<file path="config.mk">
export PLATFORM = sky130hd
export DESIGN_NAME = mqtt_frame_parser_flat
export DESIGN_NICKNAME = d
export VERILOG_FILES = /design/src/sv/mfp_pkg.sv /design/src/sv/mfp_if.sv /design/src/sv/mqtt_frame_parser.sv /design/src/sv/mfp_in_reg.sv /design/src/sv/mfp_core.sv /design/src/flat_wrapper.sv
export SDC_FILE = /design/constraint.sdc
export NUM_CORES = 1
export LEC_CHECK = 0
export BUFFER_PORTS_ARGS = -buffer_cell sky130_fd_sc_hd__buf_2
export CORE_MARGIN = 2
export CORE_UTILIZATION = 40
export DETAILED_ROUTE_END_ITERATION = 7
export PLACE_DENSITY = 0.61
export SLEW_MARGIN = 0
export SYNTH_ARGS = -nofsm -noshare
export SYNTH_HDL_FRONTEND = slang
export SYNTH_SLANG_ARGS = --single-unit
</file>
<file path="constraint.sdc">
create_clock -name clk_i -period 18.4 [get_ports clk_i]
set_input_delay 3.68 -clock clk_i [delete_from_list [all_inputs] [get_ports clk_i]]
set_output_delay 3.68 -clock clk_i [all_outputs]
set_load 0.03 [all_outputs]
</file>
<file path="src/sv/mfp_pkg.sv">
// package of the frame parser: types, codes and defaults
package mfp_pkg;

  localparam int MAX_LENGTH_BYTES_DEF = 4;

  localparam logic [3:0] PUBLISH_TYPE = 4'd3;

  typedef enum logic [1:0] {
    PH_FIRST,
    PH_LEN,
    PH_BODY
  } mfp_phase_e;

  typedef enum logic [2:0] {
    ST_CONTROL_OK = 3'd0,
    ST_PUBLISH_OK = 3'd1,
    ST_MALFORMED  = 3'd2,
    ST_NO_TOPIC   = 3'd3,
    ST_HDR_OVER   = 3'd4
  } mfp_status_e;

  // byte held in the input register
  typedef struct packed {
    logic       vld;
    logic [7:0] data;
  } mfp_stage_t;

  typedef struct packed {
    mfp_status_e frame_status;
    logic [3:0]  pkt_type;
    logic [3:0]  header_flags;
    logic [27:0] rem_length;
    logic [2:0]  length_field_bytes;
    logic [28:0] frame_bytes;
    logic [1:0]  qos_level;
    logic [15:0] topic_len;
    logic [28:0] pay_offset;
    logic [27:0] pay_size;
    logic        payload_opaque;
  } mfp_result_t;

endpackage

</file>
<file path="src/sv/mfp_if.sv">
// valid/ready channel interfaces: stream bytes in, frame results out
interface mfp_byte_if;
  logic       valid;
  logic       ready;
  logic [7:0] data_byte;

  modport source (output valid, output data_byte, input ready);
  modport sink (input valid, input data_byte, output ready);
endinterface

interface mfp_frame_if;
  logic        valid;
  logic        ready;
  logic [2:0]  frame_status;
  logic [3:0]  pkt_type;
  logic [3:0]  header_flags;
  logic [27:0] rem_length;
  logic [2:0]  length_field_bytes;
  logic [28:0] frame_bytes;
  logic [1:0]  qos_level;
  logic [15:0] topic_len;
  logic [28:0] pay_offset;
  logic [27:0] pay_size;
  logic        payload_opaque;

  modport source (
    output valid, input ready,
    output frame_status, output pkt_type, output header_flags,
    output rem_length, output length_field_bytes, output frame_bytes,
    output qos_level, output topic_len, output pay_offset,
    output pay_size, output payload_opaque
  );
  modport sink (
    input valid, output ready,
    input frame_status, input pkt_type, input header_flags,
    input rem_length, input length_field_bytes, input frame_bytes,
    input qos_level, input topic_len, input pay_offset,
    input pay_size, input payload_opaque
  );
endinterface

</file>
<file path="src/sv/mqtt_frame_parser.sv">
// MQTT frame parser: splits a byte stream into control packets, one result per frame
//
// byte_i takes one stream byte per item; frame_o gives one item per frame end
// (or at once when the last allowed length byte still has its continuation bit),
// with the fixed-header facts, the publish layout and a status code.
// A byte passes an input register and the parser core, which updates the frame
// state and loads the result register in the same cycle.
// A byte that ends a frame passes the input register and the core, and its result
// is loaded into the result register that drives frame_o.
// Throughput: one byte per cycle while frame_o takes results, including frame ends.
// While a result waits on a stalled frame_o the core holds its byte; the input
// register takes at most one more byte, then byte_i.ready drops until the
// result is taken.
// Reset (rst_ni low, asynchronous) empties both registers and returns the
// parser to waiting for the first byte of a frame; there is no clearing pass.
module mqtt_frame_parser import mfp_pkg::*; #(
  parameter int MAX_LENGTH_BYTES = MAX_LENGTH_BYTES_DEF
) (
  input  logic        clk_i,
  input  logic        rst_ni,
  mfp_byte_if.sink    byte_i,
  mfp_frame_if.source frame_o
);

  mfp_stage_t stage;
  logic       advance;

  mfp_in_reg u_in_reg (
    .clk_i     (clk_i),
    .rst_ni    (rst_ni),
    .byte_i    (byte_i),
    .advance_i (advance),
    .stage_o   (stage)
  );

  mfp_core #(
    .MAX_LENGTH_BYTES (MAX_LENGTH_BYTES)
  ) u_core (
    .clk_i     (clk_i),
    .rst_ni    (rst_ni),
    .stage_i   (stage),
    .advance_o (advance),
    .frame_o   (frame_o)
  );

endmodule

</file>
<file path="src/sv/mfp_in_reg.sv">
// input register stage: holds one stream byte until the parser core takes it
module mfp_in_reg import mfp_pkg::*; (
  input  logic       clk_i,
  input  logic       rst_ni,
  mfp_byte_if.sink   byte_i,
  input  logic       advance_i,
  output mfp_stage_t stage_o
);

  logic       vld_q, vld_d;
  logic [7:0] data_q;
  logic       accept;

  assign byte_i.ready = advance_i || !vld_q;
  assign accept       = byte_i.valid && byte_i.ready;

  always_comb begin
    vld_d = vld_q;
    if (advance_i) begin
      vld_d = 1'b0;
    end
    if (accept) begin
      vld_d = 1'b1;
    end
  end

  always_ff @(posedge clk_i or negedge rst_ni) begin
    if (!rst_ni) begin
      vld_q <= 1'b0;
    end else begin
      vld_q <= vld_d;
    end
  end

  always_ff @(posedge clk_i) begin
    if (accept) begin
      data_q <= byte_i.data_byte;
    end
  end

  assign stage_o.vld  = vld_q;
  assign stage_o.data = data_q;

endmodule

</file>
<file path="src/sv/mfp_core.sv">
// parser core: frame state, header decode and the result register
module mfp_core import mfp_pkg::*; #(
  parameter int MAX_LENGTH_BYTES = MAX_LENGTH_BYTES_DEF
) (
  input  logic       clk_i,
  input  logic       rst_ni,
  input  mfp_stage_t stage_i,
  output logic       advance_o,
  mfp_frame_if.source frame_o
);

  localparam int CntW = $clog2(MAX_LENGTH_BYTES + 1);

  function automatic logic is_text(input logic [7:0] b);
    is_text = (b >= 8'h20 && b <= 8'h7e) || b == 8'h09 || b == 8'h0a || b == 8'h0d;
  endfunction

  mfp_phase_e  phase_q, phase_d;
  logic [7:0]  first_q, first_d;
  logic [27:0] acc_q, acc_d;
  logic [CntW-1:0] cnt_q, cnt_d;
  logic [27:0] body_q, body_d;
  logic [15:0] topic_q, topic_d;
  logic        opq_q, opq_d;
  logic        res_vld_q, res_vld_d;
  mfp_result_t res_q, res_d;

  logic [7:0]  b;
  logic        take;
  logic        is_pub;
  logic [1:0]  qos;
  logic [16:0] qos_add;
  logic [4:0]  shamt;
  logic [27:0] acc_len;
  logic [CntW-1:0] cnt_inc;
  logic        malformed;
  logic        len_zero;
  logic [27:0] body_inc;
  logic        body_end;
  logic [16:0] vh_cur;
  logic [15:0] topic_nx;
  logic        opq_nx;
  logic [27:0] fin_rem;
  logic [CntW-1:0] fin_cnt;
  logic [16:0] fin_vh;
  logic [28:0] hdr;
  mfp_result_t fin_res, mal_res;

  assign advance_o = !res_vld_q || frame_o.ready;
  assign b         = stage_i.data;
  assign take      = advance_o && stage_i.vld;

  // decode and frame-end results
  always_comb begin
    is_pub    = first_q[7:4] == PUBLISH_TYPE;
    qos       = is_pub ? first_q[2:1] : 2'd0;
    qos_add   = (qos != 2'd0) ? 17'd2 : 17'd0;

    // length groups never overlap, so or-ing equals the add
    shamt     = 5'(cnt_q) * 5'd7;
    acc_len   = acc_q | (28'(b[6:0]) << shamt);
    cnt_inc   = cnt_q + CntW'(1);
    malformed = b[7] && (cnt_inc >= CntW'(MAX_LENGTH_BYTES));
    len_zero  = !b[7] && (acc_len == 28'd0);

    body_inc  = body_q + 28'd1;
    body_end  = body_inc >= acc_q;
    vh_cur    = 17'd2 + 17'(topic_q) + qos_add;

    topic_nx  = topic_q;
    opq_nx    = opq_q;
    if (is_pub) begin
      if (body_q == 28'd0) begin
        topic_nx = {b, 8'h00};
      end else if (body_q == 28'd1) begin
        topic_nx = {topic_q[15:8], b};
      end else if (body_q >= 28'(vh_cur) && !is_text(b)) begin
        opq_nx = 1'b1;
      end
    end

    fin_rem = (phase_q == PH_LEN) ? acc_len : acc_q;
    fin_cnt = (phase_q == PH_LEN) ? cnt_inc : cnt_q;
    fin_vh  = 17'd2 + 17'(topic_nx) + qos_add;
    hdr     = 29'(fin_cnt) + 29'd1;

    fin_res.frame_status       = ST_CONTROL_OK;
    fin_res.pkt_type           = first_q[7:4];
    fin_res.header_flags       = first_q[3:0];
    fin_res.rem_length         = fin_rem;
    fin_res.length_field_bytes = 3'(fin_cnt);
    fin_res.frame_bytes        = hdr + 29'(fin_rem);
    fin_res.qos_level          = qos;
    fin_res.topic_len          = 16'd0;
    fin_res.pay_offset         = 29'd0;
    fin_res.pay_size           = 28'd0;
    fin_res.payload_opaque     = 1'b0;
    if (!is_pub) begin
      fin_res.frame_status = ST_CONTROL_OK;
    end else if (fin_rem < 28'd2) begin
      fin_res.frame_status = ST_NO_TOPIC;
    end else if (28'(fin_vh) > fin_rem) begin
      fin_res.frame_status = ST_HDR_OVER;
      fin_res.topic_len    = topic_nx;
    end else begin
      fin_res.frame_status   = ST_PUBLISH_OK;
      fin_res.topic_len      = topic_nx;
      fin_res.pay_offset     = hdr + 29'(fin_vh);
      fin_res.pay_size       = fin_rem - 28'(fin_vh);
      fin_res.payload_opaque = opq_nx;
    end

    mal_res                    = '0;
    mal_res.frame_status       = ST_MALFORMED;
    mal_res.pkt_type           = first_q[7:4];
    mal_res.header_flags       = first_q[3:0];
    mal_res.length_field_bytes = 3'(cnt_inc);
    mal_res.qos_level          = qos;
  end

  // next phase
  always_comb begin
    phase_d = phase_q;
    unique case (phase_q)
      PH_FIRST: begin
        if (take) phase_d = PH_LEN;
      end
      PH_LEN: begin
        if (take) begin
          if (b[7]) begin
            phase_d = malformed ? PH_FIRST : PH_LEN;
          end else begin
            phase_d = len_zero ? PH_FIRST : PH_BODY;
          end
        end
      end
      PH_BODY: begin
        if (take && body_end) phase_d = PH_FIRST;
      end
      default: phase_d = PH_FIRST;
    endcase
  end

  // frame state and result register updates
  always_comb begin
    first_d   = first_q;
    acc_d     = acc_q;
    cnt_d     = cnt_q;
    body_d    = body_q;
    topic_d   = topic_q;
    opq_d     = opq_q;
    res_vld_d = res_vld_q && !frame_o.ready;
    res_d     = res_q;
    if (take) begin
      unique case (phase_q)
        PH_FIRST: begin
          first_d = b;
          acc_d   = 28'd0;
          cnt_d   = '0;
          body_d  = 28'd0;
          topic_d = 16'd0;
          opq_d   = 1'b0;
        end
        PH_LEN: begin
          acc_d = acc_len;
          cnt_d = cnt_inc;
          if (malformed) begin
            res_vld_d = 1'b1;
            res_d     = mal_res;
          end else if (len_zero) begin
            res_vld_d = 1'b1;
            res_d     = fin_res;
          end
        end
        PH_BODY: begin
          topic_d = topic_nx;
          opq_d   = opq_nx;
          body_d  = body_inc;
          if (body_end) begin
            res_vld_d = 1'b1;
            res_d     = fin_res;
          end
        end
        default: begin
          first_d = first_q;
        end
      endcase
    end
  end

  always_ff @(posedge clk_i or negedge rst_ni) begin
    if (!rst_ni) begin
      phase_q   <= PH_FIRST;
      first_q   <= 8'd0;
      acc_q     <= 28'd0;
      cnt_q     <= '0;
      body_q    <= 28'd0;
      topic_q   <= 16'd0;
      opq_q     <= 1'b0;
      res_vld_q <= 1'b0;
    end else begin
      phase_q   <= phase_d;
      first_q   <= first_d;
      acc_q     <= acc_d;
      cnt_q     <= cnt_d;
      body_q    <= body_d;
      topic_q   <= topic_d;
      opq_q     <= opq_d;
      res_vld_q <= res_vld_d;
    end
  end

  always_ff @(posedge clk_i) begin
    res_q <= res_d;
  end

  assign frame_o.valid              = res_vld_q;
  assign frame_o.frame_status       = res_q.frame_status;
  assign frame_o.pkt_type           = res_q.pkt_type;
  assign frame_o.header_flags       = res_q.header_flags;
  assign frame_o.rem_length         = res_q.rem_length;
  assign frame_o.length_field_bytes = res_q.length_field_bytes;
  assign frame_o.frame_bytes        = res_q.frame_bytes;
  assign frame_o.qos_level          = res_q.qos_level;
  assign frame_o.topic_len          = res_q.topic_len;
  assign frame_o.pay_offset         = res_q.pay_offset;
  assign frame_o.pay_size           = res_q.pay_size;
  assign frame_o.payload_opaque     = res_q.payload_opaque;

endmodule

</file>
<file path="src/flat_wrapper.sv">
// flat-port wrapper written by rule: the top's interface ports become plain ports
module mqtt_frame_parser_flat import mfp_pkg::*;
#(
  parameter int MAX_LENGTH_BYTES = MAX_LENGTH_BYTES_DEF
)
  (clk_i, rst_ni, byte_i_valid, byte_i_data_byte, byte_i_ready, frame_o_valid, frame_o_ready, frame_o_frame_status, frame_o_pkt_type, frame_o_header_flags, frame_o_rem_length, frame_o_length_field_bytes, frame_o_frame_bytes, frame_o_qos_level, frame_o_topic_len, frame_o_pay_offset, frame_o_pay_size, frame_o_payload_opaque);
  mfp_byte_if byte_i_i ();
  mfp_frame_if frame_o_i ();
  input  logic clk_i;
  input  logic rst_ni;
  input wire logic [$bits(byte_i_i.valid)-1:0] byte_i_valid;
  input wire logic [$bits(byte_i_i.data_byte)-1:0] byte_i_data_byte;
  output wire logic [$bits(byte_i_i.ready)-1:0] byte_i_ready;
  output wire logic [$bits(frame_o_i.valid)-1:0] frame_o_valid;
  input wire logic [$bits(frame_o_i.ready)-1:0] frame_o_ready;
  output wire logic [$bits(frame_o_i.frame_status)-1:0] frame_o_frame_status;
  output wire logic [$bits(frame_o_i.pkt_type)-1:0] frame_o_pkt_type;
  output wire logic [$bits(frame_o_i.header_flags)-1:0] frame_o_header_flags;
  output wire logic [$bits(frame_o_i.rem_length)-1:0] frame_o_rem_length;
  output wire logic [$bits(frame_o_i.length_field_bytes)-1:0] frame_o_length_field_bytes;
  output wire logic [$bits(frame_o_i.frame_bytes)-1:0] frame_o_frame_bytes;
  output wire logic [$bits(frame_o_i.qos_level)-1:0] frame_o_qos_level;
  output wire logic [$bits(frame_o_i.topic_len)-1:0] frame_o_topic_len;
  output wire logic [$bits(frame_o_i.pay_offset)-1:0] frame_o_pay_offset;
  output wire logic [$bits(frame_o_i.pay_size)-1:0] frame_o_pay_size;
  output wire logic [$bits(frame_o_i.payload_opaque)-1:0] frame_o_payload_opaque;
  assign byte_i_i.valid = byte_i_valid;
  assign byte_i_i.data_byte = byte_i_data_byte;
  assign byte_i_ready = byte_i_i.ready;
  assign frame_o_valid = frame_o_i.valid;
  assign frame_o_i.ready = frame_o_ready;
  assign frame_o_frame_status = frame_o_i.frame_status;
  assign frame_o_pkt_type = frame_o_i.pkt_type;
  assign frame_o_header_flags = frame_o_i.header_flags;
  assign frame_o_rem_length = frame_o_i.rem_length;
  assign frame_o_length_field_bytes = frame_o_i.length_field_bytes;
  assign frame_o_frame_bytes = frame_o_i.frame_bytes;
  assign frame_o_qos_level = frame_o_i.qos_level;
  assign frame_o_topic_len = frame_o_i.topic_len;
  assign frame_o_pay_offset = frame_o_i.pay_offset;
  assign frame_o_pay_size = frame_o_i.pay_size;
  assign frame_o_payload_opaque = frame_o_i.payload_opaque;
  mqtt_frame_parser #(.MAX_LENGTH_BYTES(MAX_LENGTH_BYTES)) u_core (.clk_i(clk_i), .rst_ni(rst_ni), .byte_i(byte_i_i), .frame_o(frame_o_i));
endmodule
</file>
==> impl_results.md <==
* Status: complete, no violations
* Antenna violations before repair at 0
* VDD IR-drop max at 132 uV
* Prevailing post-synth register cell: edfxtp_1
* Yosys cell types at 91
* Req. time, crit path at 14.72 ns
* Register share of total power at 26.2%
* Metal1 wirelength at 18.5 mm
* Final hold violation count at 0
* Num rows at 69
* Io pins at 161
* Area growth syn-to-layout at 15.0%
* Final HPWL DP at 31.4 mm
* Part of the cycle the worst path needs at 42.8%
* Worst Tran Pin Value at 1.18 ns
* Placer Congestion at 0.971
* Setup WS post-layout at 10.53 ns
* Synthesized area per cell at 9.99 um2
* Relative slew slack at 21.4%
* Layout Cells excl Fill at 2,070
* Max Buffers Root-to-Sink at 3
* PostCTS Resize Cnt at 0
* Nets at 1,688
* Internal power at 1.68 mW
* Finished layout cell area at 0.0166 mm2
* Post-CTS Setup Inserts at 0
* Die W at 194 um
* Cts hold-fix bufs at 0
* Top sig layer: met4
* Unrepaired setup endpoints after global routing: no
* Fin crit period at 7.87 ns
* Max-slew violation count at 0
* Async S/R FF share, synth at 37.9%
* Critical path class: in2out
* Cell Pwr Density at 185 mW/mm2
* Sequential share of the synthesized area at 45.1%
* Cell Area, Synth at 0.0145 mm2
* Post-route setup TNS at 0 ns
* Sw frac at 45.3%
* Ranking of synthesized cells by area: edfxtp_1 (30%), dfrtp_1 (15%), ha_1 (7.1%), nor2_1 (5.4%), xnor2_1 (3.9%)
* Clock root cell: clkbuf_16
* Hold WC Path Type: reg2reg
* Die area at 0.0377 mm2
* Pin count of the biggest net entering global routing at 78
* Die height at 194 um
* Share of layout cells above drive strength 1 at 17.2%
* Clk pwr share at 19.0%
* Final Skew at 0.0189 ns
* Register bit count reported by yosys at 232
* DR DRC count at 0
* Critical path arrival at 4.19 ns
* Gate power share at 54.8%
* Drt first pass iters at 6
* Vias at 11,600
* Startpoint Class: primary input
* Via count of the first global-routing pass at 11,100
* Leakage power at 7.04 nW
* Final Util at 46.8%
* Max-cap violation count at 0
* Average vias per placed instance at 5.60
* Inserted Clock Buffers at 26
* Setup crit end kind: primary output
* H-Tree Depth at 1
* Cell taking the most area after synthesis: edfxtp_1
* Buffers added on ports at 149
* Fmax at 0.127 GHz
* Antenna-violating nets left at 0
* Number of DRC markers in iteration 0 at 952
* DR WL met3 at 2.68 mm
* Initial Util at 40.7%
* Critical path peak fanout at 3
* First-pass GRT wire length at 65.6 mm
* Yosys warning total at 0
* Clock transition at path regs at 0.06 ns
* WL final at 42.1 mm
* Setup WS pre-CTS at 10.52 ns
* Drt wl/cell at 20.3 um
* CTS tree: built
* Placed Cells at 2,022
* Gr ovfl total at 0
* CTS Sinks at 232
* Number of diodes at 0
* Clock Latency Late Sink at 0.55 ns
* GRT Total Usage at 22.1%
* Core area at 0.0356 mm2
* Setup-failing EPs final at 0
* Area after DPL at 0.0157 mm2
* Top cell type's share of synthesized area at 29.9%
* Synth Instances at 1,448
* Wire length on met2 at 19.3 mm
* Switch Pwr at 1.40 mW
* Post-synth EDFFs at 144
==> critical path, cell delays in order <==
cell and delay [ns]:
buf_2 0.10, nor2b_1 0.13, nand2_1 0.09, buf_2 0.19
==> power by group through the flow <==
stage	registers [mW]	logic, mW	clock network [mW]
4_1_cts	0.807	1.69	0.598
2_1_floorplan	0.992	1.06	0
3_5_place_dp	0.817	1.68	0
6_report	0.806	1.69	0.587
3_3_place_gp	0.814	1.67	0
5_1_grt	0.821	1.84	0.619
==> per-layer routing <==
layer  global-route usage, %  vias up
met5                       0        -
met4                    8.67        0
met3                    3.37       84
met2                    35.0      445
met1                    30.4     5606
li1                        -     5463
==> cells by family (layout without fill, tap and decap cells) <==
group | after synthesis | in the layout | synth area share (%)
AND/OR/NAND/NOR | 524 | 524 | 18.0
AO/OA/AOI/OAI | 303 | 303 | 14.1
flip-flops | 232 | 232 | 45.1
buffers and inverters | 145 | 295 | 4.32
XOR/XNOR | 118 | 118 | 7.49
adder cells (fa/ha/maj) | 92 | 92 | 8.16
multiplexers | 33 | 33 | 2.77
other | 1 | 12 | 0.0259
==> cell usage in the layout (no fill, tap or decap), types with 35 or more instances in the layout <==
master,synthesis,final
nor3_1,36,35
xor2_1,48,48
inv_1,73,73
ha_1,82,82
xnor2_1,65,65
nand2_1,94,94
a21oi_1,85,85
edfxtp_1,144,144
o21ai_0,62,62
dfrtp_1,88,88
a21o_1,36,36
nand3_1,39,39
nor2_1,210,210
buf_2,10,148
==> area by class of cell <==
cell class / count / area [um2]
Fill cell: 3375 / 18900
Sequential cell: 232 / 6530
Clock buffer: 34 / 702
Inverter: 75 / 282
Tap cell: 461 / 577
Timing Repair Buffer: 172 / 921
Multi-Input combinational cell: 1082 / 7370
Clock inverter: 14 / 258
==> state kept, by name, summed over array words and instances, names as in the netlist, 2 cells and up <==
| register | count |
|---|---|
| u_core.u_core.frame_o.pay_offset | 18 |
| u_core.u_core.acc_q | 28 |
| u_core.u_core.frame_o.pay_size | 28 |
| u_core.u_core.frame_o.qos_level | 2 |
| u_core.u_core.cnt_q | 3 |
| u_core.u_in_reg.data_q | 8 |
| u_core.u_core.first_q | 8 |
| u_core.u_core.frame_o.length_field_bytes | 3 |
| u_core.u_core.body_q | 28 |
| u_core.u_core.phase_q | 2 |
| u_core.u_core.topic_q | 16 |
| u_core.u_core.frame_o.rem_length | 28 |
| u_core.u_core.frame_o.topic_len | 16 |
| u_core.u_core.frame_o.frame_bytes | 29 |
| u_core.u_core.frame_o.header_flags | 4 |
| u_core.u_core.frame_o.pkt_type | 4 |
| u_core.u_core.frame_o.frame_status | 3 |
==> cells in the mapped netlist (all sizes together), types with 5 or more instances <==
cell and count:
nand2b 10, ha 82, and2 12, xnor2 67
nor4 19, nor2 211, inv 73, edfxtp 144
o21bai 5, nand4 25, a22o 21, or3 16
or2 5, o21ai 66, nand2 94, mux2i 13
a22oi 5, nor2b 19, clkbuf 44, buf 26
o31ai 14, and3 15, and4 6, maj3 5
mux2 16, nor3 37, xor2 49, a211oi 11
dfrtp 88, fa 5, a21o 36, a21oi 85
a31oi 18, nand3 40
==> per-stage QoR <==
stage          hold WS, ns  power [mW]
6_report             0.458        3.08
5_1_grt              0.465        3.28
4_1_cts              0.456        3.09
2_1_floorplan        0.419        2.05
3_3_place_gp         0.440        2.48
3_5_place_dp         0.442        2.49
==> worst paths after layout <==
path,start,end,slack (ns),cells past startpoint
worst min register to register,u_core.u_core.first_q[0],u_core.u_core.frame_o.header_flags[0],0.46,0
max in group asynchronous,rst_ni,u_core.u_core.body_q[11],14.15,2
min in group asynchronous,rst_ni,u_core.u_in_reg.vld_q,3.00,1
worst min-delay path,u_core.u_core.first_q[0],u_core.u_core.frame_o.header_flags[0],0.46,0
worst max register to register,u_core.u_core.cnt_q[0],u_core.u_core.frame_o.pay_size[25],10.82,21
worst max-delay path,frame_o_ready,byte_i_ready,10.53,4
(Power assumes the default switching activity.)
